`src/hw/rtl/hfjd_pkg.sv`:
```
package hfjd_pkg;

   localparam logic [7:0] START_CHAR_RESET = 8'd42;
   localparam logic [7:0] ASCII_ZERO       = 8'd48;
   localparam logic [7:0] ASCII_NINE       = 8'd57;
   localparam logic [7:0] ASCII_UPPER_A    = 8'd65;
   localparam logic [7:0] ASCII_UPPER_F    = 8'd70;
   localparam logic [7:0] HEX_ALPHA_OFFSET = 8'd55;

   localparam int POS_W = 4;
   // payload positions: 0..3 are X, 4..7 are Y, 8 is gear
   localparam logic [POS_W-1:0] X_END_POS  = 4'd4;
   localparam logic [POS_W-1:0] GEAR_POS   = 4'd8;

   localparam int QUEUE_DEPTH = 2;
   localparam int QUEUE_AW    = (QUEUE_DEPTH > 1) ? $clog2(QUEUE_DEPTH) : 1;
   localparam int QUEUE_CW    = $clog2(QUEUE_DEPTH + 1);

   // one classified byte
   typedef struct packed {
      logic       is_start;
      logic       bad;
      logic [3:0] nib;
   } token_type;

endpackage

```
`src/hw/rtl/hex_frame_joystick_decoder.sv`:
```
// a result is shown after the gear byte passes the byte queue and the output register
// throughput: one byte per cycle; the back end holds only on the gear byte while the
// output register is full and stalled, and the 2-entry byte queue then holds the gear
// byte and one more before the input stalls
// reset (synchronous, active high): start character back to 42, no open frame,
// byte queue empty, no result pending
module hex_frame_joystick_decoder (
   input  logic               clock,
   input  logic               reset,
   input  logic               csr_valid,
   output logic               csr_ready,
   input  logic [7:0]         csr_start_char,
   input  logic               req_valid,
   output logic               req_stall,
   input  logic [7:0]         req_in_byte,
   output logic               rsp_valid,
   input  logic               rsp_stall,
   output logic signed [15:0] rsp_x_value,
   output logic signed [15:0] rsp_y_value,
   output logic [3:0]         rsp_gear,
   output logic               rsp_bad_char
);

   logic                q_full;
   logic                push;
   hfjd_pkg::token_type push_tok;
   logic                tok_valid;
   hfjd_pkg::token_type tok;
   logic                pop;

   hfjd_front u_front (
      .clock          (clock),
      .reset          (reset),
      .csr_valid      (csr_valid),
      .csr_ready      (csr_ready),
      .csr_start_char (csr_start_char),
      .req_valid      (req_valid),
      .req_stall      (req_stall),
      .req_in_byte    (req_in_byte),
      .q_full         (q_full),
      .push           (push),
      .push_tok       (push_tok)
   );

   hfjd_queue u_queue (
      .clock     (clock),
      .reset     (reset),
      .push      (push),
      .push_tok  (push_tok),
      .full      (q_full),
      .tok_valid (tok_valid),
      .tok       (tok),
      .pop       (pop)
   );

   hfjd_back u_back (
      .clock        (clock),
      .reset        (reset),
      .tok_valid    (tok_valid),
      .tok          (tok),
      .pop          (pop),
      .rsp_valid    (rsp_valid),
      .rsp_stall    (rsp_stall),
      .rsp_x_value  (rsp_x_value),
      .rsp_y_value  (rsp_y_value),
      .rsp_gear     (rsp_gear),
      .rsp_bad_char (rsp_bad_char)
   );

endmodule

```
`src/hw/rtl/hfjd_queue.sv`:
```
module hfjd_queue (
   input  logic                clock,
   input  logic                reset,
   input  logic                push,
   input  hfjd_pkg::token_type push_tok,
   output logic                full,
   output logic                tok_valid,
   output hfjd_pkg::token_type tok,
   input  logic                pop
);

   hfjd_pkg::token_type                     mem [hfjd_pkg::QUEUE_DEPTH];
   logic [hfjd_pkg::QUEUE_AW-1:0]           wr_ptr_ff, wr_ptr_in;
   logic [hfjd_pkg::QUEUE_AW-1:0]           rd_ptr_ff, rd_ptr_in;
   logic [hfjd_pkg::QUEUE_CW-1:0]           count_ff, count_in;

   localparam logic [hfjd_pkg::QUEUE_AW-1:0] LAST_IDX =
      hfjd_pkg::QUEUE_AW'(hfjd_pkg::QUEUE_DEPTH - 1);
   localparam logic [hfjd_pkg::QUEUE_CW-1:0] FULL_COUNT =
      hfjd_pkg::QUEUE_CW'(hfjd_pkg::QUEUE_DEPTH);

   assign full      = (count_ff == FULL_COUNT);
   assign tok_valid = (count_ff != '0);
   assign tok       = mem[rd_ptr_ff];

   always_comb begin
      wr_ptr_in = wr_ptr_ff;
      rd_ptr_in = rd_ptr_ff;
      count_in  = count_ff;
      if (push) begin
         wr_ptr_in = (wr_ptr_ff == LAST_IDX) ? '0 : wr_ptr_ff + 1'b1;
      end
      if (pop) begin
         rd_ptr_in = (rd_ptr_ff == LAST_IDX) ? '0 : rd_ptr_ff + 1'b1;
      end
      if (push && !pop) begin
         count_in = count_ff + 1'b1;
      end else if (pop && !push) begin
         count_in = count_ff - 1'b1;
      end
   end

   always_ff @(posedge clock) begin
      if (reset) begin
         wr_ptr_ff <= '0;
         rd_ptr_ff <= '0;
         count_ff  <= '0;
      end else begin
         wr_ptr_ff <= wr_ptr_in;
         rd_ptr_ff <= rd_ptr_in;
         count_ff  <= count_in;
      end
   end

   always_ff @(posedge clock) begin
      if (push) begin
         mem[wr_ptr_ff] <= push_tok;
      end
   end

endmodule

```
`src/hw/rtl/hfjd_front.sv`:
```
module hfjd_front (
   input  logic                clock,
   input  logic                reset,
   input  logic                csr_valid,
   output logic                csr_ready,
   input  logic [7:0]          csr_start_char,
   input  logic                req_valid,
   output logic                req_stall,
   input  logic [7:0]          req_in_byte,
   input  logic                q_full,
   output logic                push,
   output hfjd_pkg::token_type push_tok
);

   logic [7:0] start_char_ff;
   logic [7:0] alpha_diff;
   logic       is_digit;
   logic       is_alpha;

   assign csr_ready = 1'b1;

   always_ff @(posedge clock) begin
      if (reset) begin
         start_char_ff <= hfjd_pkg::START_CHAR_RESET;
      end else if (csr_valid && csr_ready) begin
         start_char_ff <= csr_start_char;
      end
   end

   assign is_digit   = (req_in_byte >= hfjd_pkg::ASCII_ZERO) &&
                       (req_in_byte <= hfjd_pkg::ASCII_NINE);
   assign is_alpha   = (req_in_byte >= hfjd_pkg::ASCII_UPPER_A) &&
                       (req_in_byte <= hfjd_pkg::ASCII_UPPER_F);
   assign alpha_diff = req_in_byte - hfjd_pkg::HEX_ALPHA_OFFSET;

   always_comb begin
      push_tok.is_start = (req_in_byte == start_char_ff);
      push_tok.bad      = !(is_digit || is_alpha);
      if (is_digit) begin
         // '0' is 0x30, so the low nibble is the value
         push_tok.nib = req_in_byte[3:0];
      end else if (is_alpha) begin
         push_tok.nib = alpha_diff[3:0];
      end else begin
         push_tok.nib = 4'd0;
      end
   end

   assign req_stall = q_full;
   assign push      = req_valid && !q_full;

endmodule

```
`src/hw/rtl/hfjd_back.sv`:
```
module hfjd_back (
   input  logic                clock,
   input  logic                reset,
   input  logic                tok_valid,
   input  hfjd_pkg::token_type tok,
   output logic                pop,
   output logic                rsp_valid,
   input  logic                rsp_stall,
   output logic signed [15:0]  rsp_x_value,
   output logic signed [15:0]  rsp_y_value,
   output logic [3:0]          rsp_gear,
   output logic                rsp_bad_char
);

   logic                          in_frame_ff, in_frame_in;
   logic [hfjd_pkg::POS_W-1:0]    digit_pos_ff, digit_pos_in;
   logic [15:0]                   x_shift_ff, x_shift_in;
   logic [15:0]                   y_shift_ff, y_shift_in;
   logic                          error_seen_ff, error_seen_in;
   logic                          rsp_valid_ff, rsp_valid_in;
   logic [15:0]                   rsp_x_ff;
   logic [15:0]                   rsp_y_ff;
   logic [3:0]                    rsp_gear_ff;
   logic                          rsp_bad_ff;
   logic                          last_digit;
   logic                          emit;
   logic                          err_next;

   // gear digit (or anything past it) closes the frame
   assign last_digit = in_frame_ff && (digit_pos_ff >= hfjd_pkg::GEAR_POS);
   assign pop        = tok_valid && (!last_digit || !rsp_valid_ff || !rsp_stall);
   assign emit       = pop && last_digit;
   assign err_next   = error_seen_ff | tok.bad;

   always_comb begin
      in_frame_in   = in_frame_ff;
      digit_pos_in  = digit_pos_ff;
      x_shift_in    = x_shift_ff;
      y_shift_in    = y_shift_ff;
      error_seen_in = error_seen_ff;
      if (pop) begin
         if (!in_frame_ff) begin
            if (tok.is_start) begin
               in_frame_in   = 1'b1;
               digit_pos_in  = '0;
               x_shift_in    = '0;
               y_shift_in    = '0;
               error_seen_in = 1'b0;
            end
         end else if (digit_pos_ff < hfjd_pkg::X_END_POS) begin
            x_shift_in    = {x_shift_ff[11:0], tok.nib};
            digit_pos_in  = digit_pos_ff + 1'b1;
            error_seen_in = err_next;
         end else if (digit_pos_ff < hfjd_pkg::GEAR_POS) begin
            y_shift_in    = {y_shift_ff[11:0], tok.nib};
            digit_pos_in  = digit_pos_ff + 1'b1;
            error_seen_in = err_next;
         end else begin
            in_frame_in   = 1'b0;
            digit_pos_in  = '0;
            error_seen_in = err_next;
         end
      end
   end

   always_comb begin
      rsp_valid_in = rsp_valid_ff;
      if (emit) begin
         rsp_valid_in = 1'b1;
      end else if (!rsp_stall) begin
         rsp_valid_in = 1'b0;
      end
   end

   always_ff @(posedge clock) begin
      if (reset) begin
         in_frame_ff   <= 1'b0;
         digit_pos_ff  <= '0;
         error_seen_ff <= 1'b0;
         rsp_valid_ff  <= 1'b0;
      end else begin
         in_frame_ff   <= in_frame_in;
         digit_pos_ff  <= digit_pos_in;
         error_seen_ff <= error_seen_in;
         rsp_valid_ff  <= rsp_valid_in;
      end
   end

   always_ff @(posedge clock) begin
      x_shift_ff <= x_shift_in;
      y_shift_ff <= y_shift_in;
      if (emit) begin
         rsp_x_ff    <= x_shift_ff;
         rsp_y_ff    <= y_shift_ff;
         rsp_gear_ff <= tok.nib;
         rsp_bad_ff  <= err_next;
      end
   end

   assign rsp_valid    = rsp_valid_ff;
   assign rsp_x_value  = $signed(rsp_x_ff);
   assign rsp_y_value  = $signed(rsp_y_ff);
   assign rsp_gear     = rsp_gear_ff;
   assign rsp_bad_char = rsp_bad_ff;

endmodule

```
`config.mk`:
```
export PLATFORM = sky130hd
export DESIGN_NAME = hex_frame_joystick_decoder
export DESIGN_NICKNAME = d
export VERILOG_FILES = /design/src/hw/rtl/hfjd_pkg.sv /design/src/hw/rtl/hex_frame_joystick_decoder.sv /design/src/hw/rtl/hfjd_queue.sv /design/src/hw/rtl/hfjd_front.sv /design/src/hw/rtl/hfjd_back.sv
export SDC_FILE = /design/constraint.sdc
export NUM_CORES = 1
export LEC_CHECK = 0
export ABC_AREA = 1
export BUFFER_PORTS_ARGS = -buffer_cell sky130_fd_sc_hd__buf_2
export CAP_MARGIN = 25
export CORE_MARGIN = 2
export CORE_UTILIZATION = 36
export DETAILED_ROUTE_END_ITERATION = 10
export PLACE_DENSITY = 0.62
export SYNTH_ARGS = -nofsm -noshare
export SYNTH_HDL_FRONTEND = slang
export SYNTH_SLANG_ARGS = --single-unit
```
`constraint.sdc`:
```
create_clock -name clock -period 5.9 [get_ports clock]
set_input_delay 0.295 -clock clock [delete_from_list [all_inputs] [get_ports clock]]
set_output_delay 0.295 -clock clock [all_outputs]
set_load 0.05 [all_outputs]
```
==> impl_metrics.env <==
export IMPL_synth_top_area_share_pct=62.1
export IMPL_status="finished clean"
export IMPL_power_density_mw_per_mm2=399
export IMPL_synthCells=330
export IMPL_max_vdd_ir_drop_uv=150
export IMPL_synthTopCellsByArea="edfxtp_1, dfxtp_1, nand2_1"
export IMPL_switching_power_uw=582
export IMPL_synth_seq_cells=101
export IMPL_nets=425
export IMPL_drv_cap=0
export IMPL_critPathMaxStageDelay_ps=680
export IMPL_clk_pin_slew_ps=90
export IMPL_startpoint="u_back.in_frame_ff$_SDFFE_PP0P_"
export IMPL_layout_commonest_cell="edfxtp_1"
export IMPL_ys_seq_area_share_pct=72.4
export IMPL_grt_remaining_overflow=0
export IMPL_wl_per_cell_microns=11.5
export IMPL_final_hold_viol_count=0
export IMPL_num_io_pins=61
export IMPL_arrival_ps=2110
export IMPL_layout_common_cells="edfxtp_1, nand2_1, buf_2"
export IMPL_portBuffers=59
export IMPL_worstHoldStart="csr_start_char[5]"
export IMPL_rsz0062_at_grt="false"
export IMPL_grtUsageTotal_pct=11.6
export IMPL_nFillCells=1052
export IMPL_cts_sinks=101
export IMPL_end_kind="flip-flop"
export IMPL_drc=0
export IMPL_viasPerCell=4.34
export IMPL_fmax_mhz=473
export IMPL_tritoncts_num_buffers=9
export IMPL_grt_pass1_vias=2294
export IMPL_avgSynthCellArea_sq_um=11.9
export IMPL_combPwrFrac_pct=20.5
export IMPL_wirelength_mm=6.24
export IMPL_max_slew_worst_pin_slew_ps=917
export IMPL_crit_fanout=31
export IMPL_post_place_ws_ps=3740
export IMPL_clkPwrFrac_pct=22.4
export IMPL_report_power_total_uw=1820
export IMPL_slowest_stage="a21oi_2"
export IMPL_cts_buffer_depth=2
export IMPL_dr_pass1_iters=4
export IMPL_grt_pass1_wl_mm=10.4
export IMPL_post_cts_buffers=0
export IMPL_finish_utilization_pct=42.4
export IMPL_start_util_pct=36.4
export IMPL_cts_tree="done"
export IMPL_grt_max_degree=38
export IMPL_worstSetupPathType="flip-flop to flip-flop"
export IMPL_antenna_found_initial=0
export IMPL_htree_levels=3
export IMPL_hold_slack_ps=140
export IMPL_post_route_period_util_pct=35.9
export IMPL_r2r_start="u_back.in_frame_ff$_SDFFE_PP0P_"
export IMPL_path_cells="buf_4 -> nand2_2 -> o21ai_2 -> nor2_2 -> nand2_1 -> a21oi_2"
export IMPL_die_h_microns=108
export IMPL_setup_tns_ps=0
export IMPL_worst_setup_path_start_kind="flip-flop"
export IMPL_p_seq_share_pct=57.1
export IMPL_yosysTopAreaCell="edfxtp_1"
export IMPL_core_area_sq_mm=0.0107
export IMPL_drv_slew=0
export IMPL_drt_initial_drc_count=101
export IMPL_die_w_microns=108
export IMPL_finClkSkew_ps=13.3
export IMPL_fin_ws_ps=3780
export IMPL_leakagePower_uw=0.00196
export IMPL_rr_worst_depth=6
export IMPL_syn_nets=359
export IMPL_area_growth_pct=16.5
export IMPL_row_count=38
export IMPL_relSlewSlack_pct=38.9
export IMPL_final_layout_size_suffix_gt1_share_pct=22.2
export IMPL_cts_repair_resized=0
export IMPL_holdPathStages=3
export IMPL_p_int_uw=1240
export IMPL_required_ps=5890
export IMPL_hold_path_class="input port to flip-flop"
export IMPL_postRouteAntennaNets=0
export IMPL_yosys_warnings=0
export IMPL_gp_congestion=0.747
export IMPL_cts_root_buf="clkbuf_8"
export IMPL_syn_cell_area_sq_mm=0.00392
export IMPL_ys_types=27
export IMPL_dieArea_sq_mm=0.0117
export IMPL_diodes=0
export IMPL_clock_latency_ps=370
export IMPL_period_minus_slack_ps=2120
export IMPL_hpwl_mm=4.38
export IMPL_switching_share_pct=32.0
export IMPL_postCtsHoldBufs=0
export IMPL_setup_viol=0
export IMPL_vias=2350
==> cells in the mapped netlist <==
master and instances:
a21oi_1 15, buf_2 3, buf_4 1, clkbuf_1 3, conb_1 1, dfxtp_1 20
edfxtp_1 81, ha_1 8, inv_1 42, inv_2 3, nand2_1 79, nand2_2 2
nand3_1 9, nand3_2 1, nand3b_1 1, nand4_1 2, nor2_1 28, nor2_2 2
nor2_4 1, nor3_1 3, o21ai_0 9, o21ai_1 2, o21ai_2 1, o22ai_1 1
or2_2 1, xnor2_1 8, xor2_1 3
==> stage by stage <==
stage | cell area [sq um] | instances
6_report | 4560 | 541
5_1_grt | 4560 | 541
4_1_cts | 4560 | 541
3_5_place_dp | 4380 | 525
3_3_place_gp | 4380 | 525
2_1_floorplan | 3920 | 330
==> power groups by stage <==
| stage | Sequential [uW] | Combinational, uW | Clock [uW] |
|---|---|---|---|
| floorplan | 1060 | 258 | 0 |
| global placement | 1050 | 367 | 0 |
| detailed placement | 1050 | 377 | 0 |
| CTS | 1040 | 379 | 423 |
| global route | 1050 | 426 | 452 |
| finish | 1040 | 372 | 408 |
==> path summary, 6_finish.rpt <==
check | end | slack [ps]
max | u_back.y_shift_ff[2]$_SDFFCE_PN0P_ | 3780
min | u_front.start_char_ff[5]$_SDFFE_PP1P_ | 140
max reg2reg | u_back.y_shift_ff[2]$_SDFFCE_PN0P_ | 3780
min reg2reg | u_back.rsp_x_value[14]$_DFFE_PP_ | 420
==> state kept, by name (all words and copies together), names as in the netlist, named ones only <==
register / cells
u_front.start_char_ff: 8
u_queue.wr_ptr_ff: 1
u_back.error_seen_ff: 1
u_queue.count_ff: 2
u_back.rsp_gear: 4
u_queue.mem: 12
u_back.digit_pos_ff: 4
u_queue.rd_ptr_ff: 1
u_back.rsp_x_value: 16
u_back.y_shift_ff: 16
u_back.rsp_bad_char: 1
u_back.in_frame_ff: 1
u_back.rsp_y_value: 16
u_back.rsp_valid: 1
u_back.x_shift_ff: 16
==> worst max-delay path: cells and delay by family (launching register included) <==
family	cells	cell delay, ps
flip-flops	1	330
AND/OR/NAND/NOR	3	410
AO/OA/AOI/OAI	2	770
buffers and inverters	1	230
==> cell families after synthesis <==
logic type,after synthesis,synth area share [%]
AND/OR/NAND/NOR,129,13.6
flip-flops,101,72.4
buffers and inverters,52,5.18
AO/OA/AOI/OAI,28,3.71
XOR/XNOR,11,2.46
adder cells (fa/ha/maj),8,2.56
other,1,0.0958
==> metal layers <==
layer / part of all wire, % / GRT usage [%] / up-vias / wire, microns
met4: 1.8 / 4.12 / 0 / 113
met1: 45 / 13.6 / 1065 / 2790
met2: 48 / 19.8 / 61 / 3010
met5: 0 / 0 / - / 0
li1: - / - / 1214 / -
met3: 5.3 / 3.98 / 10 / 331
==> cell type report <==
class	count	area, sq um	area share, %
clock buffer	10	128	2.80
clock inverter	6	53.8	1.18
timing repair buffer	62	318	6.97
inverter	45	169	3.70
sequential	101	2830	62.1
multi-input combinational	177	883	19.4
tap	140	175	3.84
(Power assumes the default switching activity.)
